`config.mk`:
```
export PLATFORM = sky130hd
export DESIGN_NAME = linear_fade_dimmer_flat
export DESIGN_NICKNAME = d
export VERILOG_FILES = /design/src/lfd_pkg.sv /design/src/lfd_if.sv /design/src/lfd_div.sv /design/src/linear_fade_dimmer.sv /design/src/flat_wrapper.sv
export SDC_FILE = /design/constraint.sdc
export NUM_CORES = 2
export LEC_CHECK = 0
export ABC_AREA = 1
export BUFFER_PORTS_ARGS = -buffer_cell sky130_fd_sc_hd__buf_2
export CAP_MARGIN = 5
export CORE_MARGIN = 4
export CORE_UTILIZATION = 40
export DETAILED_ROUTE_END_ITERATION = 8
export PLACE_DENSITY = 0.67
export SKIP_CTS_REPAIR_TIMING = 1
export SLEW_MARGIN = 20
export SYNTH_ARGS = -nofsm -noshare
export SYNTH_HDL_FRONTEND = slang
export SYNTH_SLANG_ARGS = --single-unit
```
`constraint.sdc`:
```
create_clock -name clk -period 8.7 [get_ports clk]
set_input_delay 0.87 -clock clk [delete_from_list [all_inputs] [get_ports clk]]
set_output_delay 0.87 -clock clk [all_outputs]
set_load 0.01 [all_outputs]
```
`src/lfd_pkg.sv`:
```
// Shared types, constants and the level scaling function for the fade dimmer.
// No dependencies; every other file of the block but lfd_if.sv imports this package.
package lfd_pkg;

  localparam int unsigned LEVEL_W = 31;
  localparam int unsigned STEP_W  = 23;
  localparam int unsigned FADE_W  = 17;
  localparam int unsigned PCT_W   = 7;
  localparam int unsigned ELA_W   = 16;
  localparam int unsigned CHAN_W  = 4;
  localparam int unsigned ADDR_W  = 7;
  localparam int unsigned CNT_W   = 12;

  localparam logic [LEVEL_W-1:0] LEVEL_MAX         = 31'h7fffffff;
  localparam logic [24:0]        LEVEL_PER_PERCENT = 25'd21474836;
  localparam logic [PCT_W-1:0]   PCT_FULL          = 7'd100;
  localparam logic [LEVEL_W-1:0] STEP_POS_LIMIT    = 31'd4194303;
  localparam logic [LEVEL_W-1:0] STEP_NEG_LIMIT    = 31'd4194304;
  localparam logic [STEP_W-1:0]  STEP_MIN          = 23'h400000;
  localparam logic [STEP_W-1:0]  STEP_MAX          = 23'h3fffff;
  localparam logic [ADDR_W-1:0]  REG_BASE          = 7'd6;
  localparam int unsigned        OFF_SHIFT         = 19;

  // Configuration register indexes.
  localparam logic CFG_FADE_TIME = 1'b0;
  localparam logic CFG_CHANNEL   = 1'b1;

  // Request codes.
  localparam logic REQ_SET  = 1'b0;
  localparam logic REQ_TICK = 1'b1;

  typedef struct packed {
    logic               start;
    logic [LEVEL_W-1:0] dividend;
    logic [FADE_W-1:0]  divisor;
  } lfd_div_req_t;

  typedef struct packed {
    logic               done;
    logic [LEVEL_W-1:0] quotient;
  } lfd_div_rsp_t;

  // Linear percent to level mapping; zero and full scale are clamped.
  function automatic logic [LEVEL_W-1:0] level_of(input logic [PCT_W-1:0] p);
    logic [31:0] prod;
    prod = 32'(p) * 32'(LEVEL_PER_PERCENT);
    if (p == '0) begin
      return '0;
    end else if (p >= PCT_FULL) begin
      return LEVEL_MAX;
    end
    return prod[LEVEL_W-1:0];
  endfunction

endpackage

```
`src/lfd_if.sv`:
```
// Valid/ready channel interfaces for the fade dimmer's request and result streams.
// Plain signals only; no package dependency.
interface lfd_in_if;
  logic        valid;
  logic        ready;
  logic        req_type;
  logic [6:0]  percent;
  logic [15:0] elapsed_ms;

  modport source (output valid, output req_type, output percent, output elapsed_ms,
                  input ready);
  modport sink   (input valid, input req_type, input percent, input elapsed_ms,
                  output ready);
endinterface

interface lfd_out_if;
  logic        valid;
  logic        ready;
  logic [6:0]  reg_address;
  logic [11:0] off_count;

  modport source (output valid, output reg_address, output off_count, input ready);
  modport sink   (input valid, input reg_address, input off_count, output ready);
endinterface

```
`src/lfd_div.sv`:
```
// Bit-serial restoring divider, one quotient bit per cycle, for the fade step.
// Depends on lfd_pkg for widths and the request/response structs.
module lfd_div
  import lfd_pkg::*;
(
  input  logic         clk,
  input  logic         rst_n,
  input  lfd_div_req_t req,
  output lfd_div_rsp_t rsp
);

  localparam int unsigned ITER_W = $clog2(LEVEL_W + 1);

  logic [FADE_W-1:0]  rem_r, rem_nxt;
  logic [LEVEL_W-1:0] quo_r, quo_nxt;
  logic [FADE_W-1:0]  dsr_r;
  logic [ITER_W-1:0]  cnt_r, cnt_nxt;
  logic               busy_r, busy_nxt;
  logic               done_r, done_nxt;
  logic [FADE_W:0]    shifted;
  logic               ge;

  // The dividend shifts out of the top of quo_r while quotient bits shift in.
  assign shifted = {rem_r, quo_r[LEVEL_W-1]};
  assign ge      = shifted >= {1'b0, dsr_r};

  always_comb begin
    rem_nxt  = rem_r;
    quo_nxt  = quo_r;
    cnt_nxt  = cnt_r;
    busy_nxt = busy_r;
    done_nxt = 1'b0;
    if (req.start) begin
      rem_nxt  = '0;
      quo_nxt  = req.dividend;
      cnt_nxt  = ITER_W'(LEVEL_W);
      busy_nxt = 1'b1;
    end else if (busy_r) begin
      rem_nxt = ge ? FADE_W'(shifted - {1'b0, dsr_r}) : shifted[FADE_W-1:0];
      quo_nxt = {quo_r[LEVEL_W-2:0], ge};
      cnt_nxt = cnt_r - ITER_W'(1);
      if (cnt_r == ITER_W'(1)) begin
        busy_nxt = 1'b0;
        done_nxt = 1'b1;
      end
    end
  end

  always_ff @(posedge clk) begin
    if (!rst_n) begin
      cnt_r  <= '0;
      busy_r <= 1'b0;
      done_r <= 1'b0;
    end else begin
      cnt_r  <= cnt_nxt;
      busy_r <= busy_nxt;
      done_r <= done_nxt;
    end
    rem_r <= rem_nxt;
    quo_r <= quo_nxt;
    if (req.start) begin
      dsr_r <= req.divisor;
    end
  end

  assign rsp.done     = done_r;
  assign rsp.quotient = quo_r;

endmodule

```
`src/linear_fade_dimmer.sv`:
```
// Top level of the linear fade dimmer: request sequencer, level state and result register.
// Depends on lfd_pkg, the lfd_in_if/lfd_out_if interfaces and the lfd_div divider.
//
//   channel   direction  contents
//   in_ch     in         req_type, percent, elapsed_ms
//   out_ch    out        reg_address, off_count
//   cfg_*     in         cfg_we, cfg_index, cfg_wdata (fade_time_ms, channel_number)
//
// A set request that starts a fade keeps in_ch.ready low after acceptance through the decode
// states, the serial divider iterations, one per quotient bit, and the store of the saturated
// per-ms step. Other set requests and ticks keep it low through their own states (decode, level
// or step multiply, clamp add), plus any wait for the output register. in_ch.ready is high only
// while idle. A finished result waits in the output register; a later result stalls until
// it is taken. Reset is synchronous and clears all level state and both registers.
module linear_fade_dimmer
  import lfd_pkg::*;
(
  input  logic              clk,
  input  logic              rst_n,
  lfd_in_if.sink            in_ch,
  lfd_out_if.source         out_ch,
  input  logic              cfg_we,
  input  logic              cfg_index,
  input  logic [FADE_W-1:0] cfg_wdata
);

  typedef enum logic [2:0] {
    S_IDLE,
    S_SET_A,
    S_SET_B,
    S_DIV,
    S_TICK,
    S_ADD,
    S_EMIT
  } state_t;

  state_t              state_r;
  logic [PCT_W-1:0]    pct_r;
  logic [ELA_W-1:0]    ela_r;
  logic [FADE_W-1:0]   fade_r;
  logic [CHAN_W-1:0]   chan_r;
  logic [LEVEL_W-1:0]  cur_r;
  logic [LEVEL_W-1:0]  tgt_r;
  logic signed [STEP_W-1:0] step_r;
  logic [PCT_W-1:0]    last_r;
  logic                neg_r;
  logic signed [STEP_W+ELA_W:0] prod_r;
  logic                out_valid_r;
  logic [ADDR_W-1:0]   out_addr_r;
  logic [CNT_W-1:0]    out_cnt_r;

  logic [PCT_W-1:0]    lvl_sel;
  logic [LEVEL_W-1:0]  lvl;
  logic                lvl_below;
  logic [LEVEL_W-1:0]  delta_mag;
  lfd_div_req_t        div_req;
  lfd_div_rsp_t        div_rsp;
  logic signed [LEVEL_W+9:0] sum;
  logic signed [LEVEL_W+9:0] tgt_s;
  logic signed [LEVEL_W+9:0] clamped;
  logic                out_free;
  logic [STEP_W-1:0]   step_sat;

  // One level multiplier, shared between the old and the new percent.
  assign lvl_sel   = (state_r == S_SET_A) ? last_r : pct_r;
  assign lvl       = level_of(lvl_sel);
  assign lvl_below = lvl < cur_r;
  assign delta_mag = lvl_below ? (cur_r - lvl) : (lvl - cur_r);

  assign div_req.start    = (state_r == S_SET_B) && (fade_r != '0) && (lvl != cur_r);
  assign div_req.dividend = delta_mag;
  assign div_req.divisor  = fade_r;

  lfd_div u_div (
    .clk   (clk),
    .rst_n (rst_n),
    .req   (div_req),
    .rsp   (div_rsp)
  );

  // Saturate the quotient magnitude to the signed step range.
  always_comb begin
    if (!neg_r) begin
      step_sat = (div_rsp.quotient > STEP_POS_LIMIT) ? STEP_MAX
                                                     : div_rsp.quotient[STEP_W-1:0];
    end else begin
      step_sat = (div_rsp.quotient > STEP_NEG_LIMIT) ? STEP_MIN
                                                     : STEP_W'(-div_rsp.quotient[STEP_W-1:0]);
    end
  end

  // Advance and clamp; a positive step stops at the target from below,
  // otherwise from above.
  always_comb begin
    sum   = $signed({10'b0, cur_r}) + (LEVEL_W+10)'(prod_r);
    tgt_s = $signed({10'b0, tgt_r});
    clamped = sum;
    if (step_r > 0) begin
      if (sum > tgt_s) begin
        clamped = tgt_s;
      end
    end else begin
      if (sum < tgt_s) begin
        clamped = tgt_s;
      end
    end
  end

  assign out_free = !out_valid_r || out_ch.ready;

  always_ff @(posedge clk) begin
    if (!rst_n) begin
      state_r     <= S_IDLE;
      fade_r      <= '0;
      chan_r      <= '0;
      cur_r       <= '0;
      tgt_r       <= '0;
      step_r      <= '0;
      last_r      <= '0;
      out_valid_r <= 1'b0;
    end else begin
      if (cfg_we) begin
        unique case (cfg_index)
          CFG_FADE_TIME: fade_r <= cfg_wdata;
          CFG_CHANNEL:   chan_r <= cfg_wdata[CHAN_W-1:0];
          default:       ;
        endcase
      end

      // In S_EMIT a taken result is replaced by the new one below.
      if (out_valid_r && out_ch.ready && state_r != S_EMIT) begin
        out_valid_r <= 1'b0;
      end

      unique case (state_r)
        S_IDLE: begin
          if (in_ch.valid) begin
            pct_r   <= in_ch.percent;
            ela_r   <= in_ch.elapsed_ms;
            state_r <= (in_ch.req_type == REQ_TICK) ? S_TICK : S_SET_A;
          end
        end
        S_SET_A: begin
          cur_r   <= lvl;
          state_r <= (pct_r == last_r) ? S_EMIT : S_SET_B;
        end
        S_SET_B: begin
          last_r <= pct_r;
          tgt_r  <= lvl;
          neg_r  <= lvl_below;
          if (fade_r == '0) begin
            cur_r   <= lvl;
            state_r <= S_EMIT;
          end else if (lvl != cur_r) begin
            state_r <= S_DIV;
          end else begin
            state_r <= S_IDLE;
          end
        end
        S_DIV: begin
          if (div_rsp.done) begin
            step_r  <= $signed(step_sat);
            state_r <= S_IDLE;
          end
        end
        S_TICK: begin
          if (cur_r == tgt_r) begin
            state_r <= S_IDLE;
          end else begin
            prod_r  <= step_r * $signed({1'b0, ela_r});
            state_r <= S_ADD;
          end
        end
        S_ADD: begin
          cur_r   <= clamped[LEVEL_W-1:0];
          state_r <= S_EMIT;
        end
        S_EMIT: begin
          if (out_free) begin
            out_valid_r <= 1'b1;
            out_addr_r  <= REG_BASE + {1'b0, chan_r, 2'b00};
            out_cnt_r   <= cur_r[LEVEL_W-1:OFF_SHIFT];
            state_r     <= S_IDLE;
          end
        end
        default: state_r <= S_IDLE;
      endcase
    end
  end

  assign in_ch.ready        = (state_r == S_IDLE);
  assign out_ch.valid       = out_valid_r;
  assign out_ch.reg_address = out_addr_r;
  assign out_ch.off_count   = out_cnt_r;

endmodule

```
`src/flat_wrapper.sv`:
```
// flat-port wrapper written by rule: the top's interface ports become plain ports
module linear_fade_dimmer_flat import lfd_pkg::*;
  (clk, rst_n, cfg_we, cfg_index, cfg_wdata, in_ch_valid, in_ch_req_type, in_ch_percent, in_ch_elapsed_ms, in_ch_ready, out_ch_valid, out_ch_reg_address, out_ch_off_count, out_ch_ready);
  lfd_in_if in_ch_i ();
  lfd_out_if out_ch_i ();
  input  logic clk;
  input  logic rst_n;
  input  logic cfg_we;
  input  logic cfg_index;
  input  logic [FADE_W-1:0] cfg_wdata;
  input wire logic [$bits(in_ch_i.valid)-1:0] in_ch_valid;
  input wire logic [$bits(in_ch_i.req_type)-1:0] in_ch_req_type;
  input wire logic [$bits(in_ch_i.percent)-1:0] in_ch_percent;
  input wire logic [$bits(in_ch_i.elapsed_ms)-1:0] in_ch_elapsed_ms;
  output wire logic [$bits(in_ch_i.ready)-1:0] in_ch_ready;
  output wire logic [$bits(out_ch_i.valid)-1:0] out_ch_valid;
  output wire logic [$bits(out_ch_i.reg_address)-1:0] out_ch_reg_address;
  output wire logic [$bits(out_ch_i.off_count)-1:0] out_ch_off_count;
  input wire logic [$bits(out_ch_i.ready)-1:0] out_ch_ready;
  assign in_ch_i.valid = in_ch_valid;
  assign in_ch_i.req_type = in_ch_req_type;
  assign in_ch_i.percent = in_ch_percent;
  assign in_ch_i.elapsed_ms = in_ch_elapsed_ms;
  assign in_ch_ready = in_ch_i.ready;
  assign out_ch_valid = out_ch_i.valid;
  assign out_ch_reg_address = out_ch_i.reg_address;
  assign out_ch_off_count = out_ch_i.off_count;
  assign out_ch_i.ready = out_ch_ready;
  linear_fade_dimmer u_core (.clk(clk), .rst_n(rst_n), .in_ch(in_ch_i), .out_ch(out_ch_i), .cfg_we(cfg_we), .cfg_index(cfg_index), .cfg_wdata(cfg_wdata));
endmodule
```
==> results.sh <==
export IMPL_whs_endpoint="u_core.u_div.dsr_r[3]"
export IMPL_cts_buffers=35
export IMPL_drt_wl_total_mm=120
export IMPL_fp_dieW_um=307
export IMPL_required_ns=8.98
export IMPL_max_freq_mhz=123
export IMPL_setup_viol=0
export IMPL_antenna_left=0
export IMPL_cp_data_arrival_time_ns=8.44
export IMPL_pin_count=68
export IMPL_dr_wl_met2_mm=54.4
export IMPL_grt_antenna_before_repair=1
export IMPL_crit_family="adder cells"
export IMPL_wire_per_inst_um=20.1
export IMPL_synth_main_ff_cell="dfxtp_1"
export IMPL_drt_pass1_iter_count=6
export IMPL_yosysMostFrequentCell="inv_1"
export IMPL_clk_pin_slew_worst_paths_ns=0.06
export IMPL_finalWeightedCongestion=1.01
export IMPL_regToRegEndpoint="u_core.u_div.quo_r[20]"
export IMPL_track_usage_pct=25.3
export IMPL_holdPathStages=0
export IMPL_fin_crit_sh_pct=93.8
export IMPL_crit_slowest_cell="fa_1"
export IMPL_clock_latency_ns=0.58
export IMPL_grt_pass1_vias=31600
export IMPL_top_layer="met5"
export IMPL_finalCriticalPeriod_ns=8.16
export IMPL_ys_types=61
export IMPL_viasPerCell=5.34
export IMPL_syn2layout_area_growth_pct=7.94
export IMPL_synth_fp_nets=5535
export IMPL_synth_seq_cells=269
export IMPL_cts_root_buf="clkbuf_16"
export IMPL_yosysTopAreaCell="fa_1"
export IMPL_vias=31900
export IMPL_dpl_cell_area_um2=37300
export IMPL_cts_tree="done"
export IMPL_cts_max_level=2
export IMPL_yosysWarnings=0
export IMPL_setup_worst_path_end_class="flip-flop"
export IMPL_cp_slowest_stage_delay_ns=0.63
export IMPL_worstHoldStart="u_core.fade_r[3]"
export IMPL_dieHeight_um=307
export IMPL_path_buf_inv=7
export IMPL_worstPathMaxFanout=16
export IMPL_synth_commonest_cells="inv_1 (1,028), nand2_1 (1,017), fa_1 (392)"
export IMPL_stdcell_area_um2=38500
export IMPL_core_um2=88500
export IMPL_seq_area_frac_synth_pct=18.7
export IMPL_rrSetupSlack_ns=0.54
export IMPL_path_class="flip-flop to flip-flop"
export IMPL_dp_cells=5913
export IMPL_synthCells=4786
export IMPL_hold_viol=0
export IMPL_hold_class="flip-flop to flip-flop"
export IMPL_clock_sinks=269
export IMPL_worstReg2RegStart="u_core.state_r[0]"
export IMPL_die_area_um2=94100
export IMPL_synth_edff_count=129
export IMPL_grt_setup_unrepaired="yes"
export IMPL_met3_length_mm=9.25
export IMPL_num_antenna_cells=0
export IMPL_netlist_area_leader_share_pct=22.0
export IMPL_port_buffers=65
export IMPL_reg2reg_depth=32
export IMPL_drive_above_1_share_pct=4.99
export IMPL_finalNetCount=5535
export IMPL_place_hpwl_mm=96.8
export IMPL_clockBufferDepth=3
export IMPL_avgSynthCellArea_um2=7.46
export IMPL_crit_top_cell="inv_1"
export IMPL_rows=109
export IMPL_drcViolationCount=0
export IMPL_start_util_pct=40.3
export IMPL_ys_top_cells_by_area="fa_1 (22%), ha_1 (11%), edfxtp_1 (11%)"
export IMPL_maxSlewViolCount=0
export IMPL_finClkSkew_ns=0.0294
export IMPL_worstMarginPinSlew_ns=1.13
export IMPL_whs_ns=0.459
export IMPL_synth_area_um2=35700
export IMPL_drt_iter0_drc=2830
export IMPL_cap_violations=0
export IMPL_fin_cells=5975
export IMPL_outcome="complete, no violations"
export IMPL_slew_headroom_pct=24.3
export IMPL_wl_met1_mm=51.0
export IMPL_cp_start_kind="flip-flop"
export IMPL_grt_max_degree=108
export IMPL_async_flop_share_pct=0
export IMPL_grt_pass1_wl_mm=185
export IMPL_gr_total_overflow=0
-- state kept, by name, indices dropped and copies added, names as in the netlist --
register and count:
u_core.u_div.quo_r 31, u_core.prod_r 40, u_core.cur_r 31, u_core.u_div.rem_r 17, u_core.u_div.dsr_r 17, u_core.pct_r 7
u_core.out_ch.off_count 12, u_core.u_div.done_r 1, u_core.state_r 3, u_core.out_ch.reg_address 5, u_core.fade_r 17, u_core.last_r 7
u_core.ela_r 16, u_core.chan_r 4, u_core.tgt_r 30, u_core.step_r 23, u_core.out_ch.valid 1, u_core.neg_r 1
u_core.u_div.busy_r 1, u_core.u_div.cnt_r 5
-- worst register-to-register path, delay by kind of cell (launching register included) --
family	cells	cell delay (ns)
buf+inv	7	1.00
fa+ha+maj	6	2.98
xor+xnor	1	0.11
simple gates	7	1.08
flops	1	0.42
compound gates	11	2.27
-- logic make-up (layout without fill, tap and decap cells) --
logic type / count (synthesis) / in the layout / synth area share, %
and+or+nand+nor: 1639 / 1639 / 19.1
buffers and inverters: 1202 / 1226 / 12.9
AOI/OAI and AO/OA: 810 / 810 / 12.4
adders and majority gates: 702 / 702 / 32.8
DFF: 269 / 269 / 18.7
xor gates and xnor gates: 156 / 156 / 3.83
muxes: 6 / 6 / 0.168
other: 2 / 2 / 0.0210
-- cell usage in the layout (no fill, tap or decap), types with 6 or more instances in the layout --
cell type / count
dfxtp_1: 140
a221oi_1: 15
o21a_1: 11
clkbuf_16: 36
o21ai_1: 7
nor4_1: 23
nand2_1: 1017
o21ai_0: 306
nand4_1: 41
buf_2: 65
or2_2: 8
a21o_1: 14
nor2_2: 7
nor3_1: 36
o22ai_1: 9
a31oi_1: 30
o211ai_1: 12
a211oi_1: 10
nand3_1: 229
edfxtp_1: 129
xor2_1: 104
clkinv_2: 6
ha_1: 310
o21bai_1: 12
buf_4: 62
fa_1: 392
o21ai_2: 7
inv_2: 6
inv_1: 1026
xnor2_1: 52
a21oi_1: 346
nand3b_1: 6
nor2_1: 243
mux2i_1: 6
-- metrics by stage --
step                utilization [%]  setup TNS, ns  setup WS (ns)
finish                         43.5              0          0.537
global route                   43.5         -0.175        -0.0127
CTS                            43.5              0          0.433
detailed placement             42.1              0          0.463
global placement               42.1              0          0.621
floorplan                         -              0           1.18
-- per-layer routing --
metal	up-vias	track usage, %
met3	263	3.87
li1	15100	-
met5	-	0
met2	1244	41.0
met1	15300	34.1
met4	2	9.94
-- worst max-delay path by stage --
stage / depth (start not counted) / startpoint / slack [ns] / to
2_1_floorplan: 33 / u_core.state_r[0] / 1.18 / u_core.u_div.cnt_r[1]
3_3_place_gp: 30 / u_core.state_r[0] / 0.62 / u_core.u_div.dsr_r[0]
3_5_place_dp: 35 / u_core.state_r[0] / 0.46 / u_core.u_div.quo_r[19]
4_1_cts: 35 / u_core.state_r[0] / 0.43 / u_core.u_div.quo_r[11]
5_1_grt: 30 / u_core.state_r[0] / -0.01 / u_core.u_div.dsr_r[4]
6_report: 32 / u_core.state_r[0] / 0.54 / u_core.u_div.quo_r[20]
-- area by class of cell --
cell class / count / area [um^2]
inverters: 1036 / 3890
clock buffers: 42 / 943
clock inverters: 19 / 248
flip-flops and latches: 269 / 6680
multi-input cells: 3315 / 24500
fillers: 8970 / 50000
repair buffers: 129 / 838
well taps: 1165 / 1460
Power is left out: the tool's default activity adds up to more than one toggle a clock period on the data nets, which glitch-free logic cannot reach.
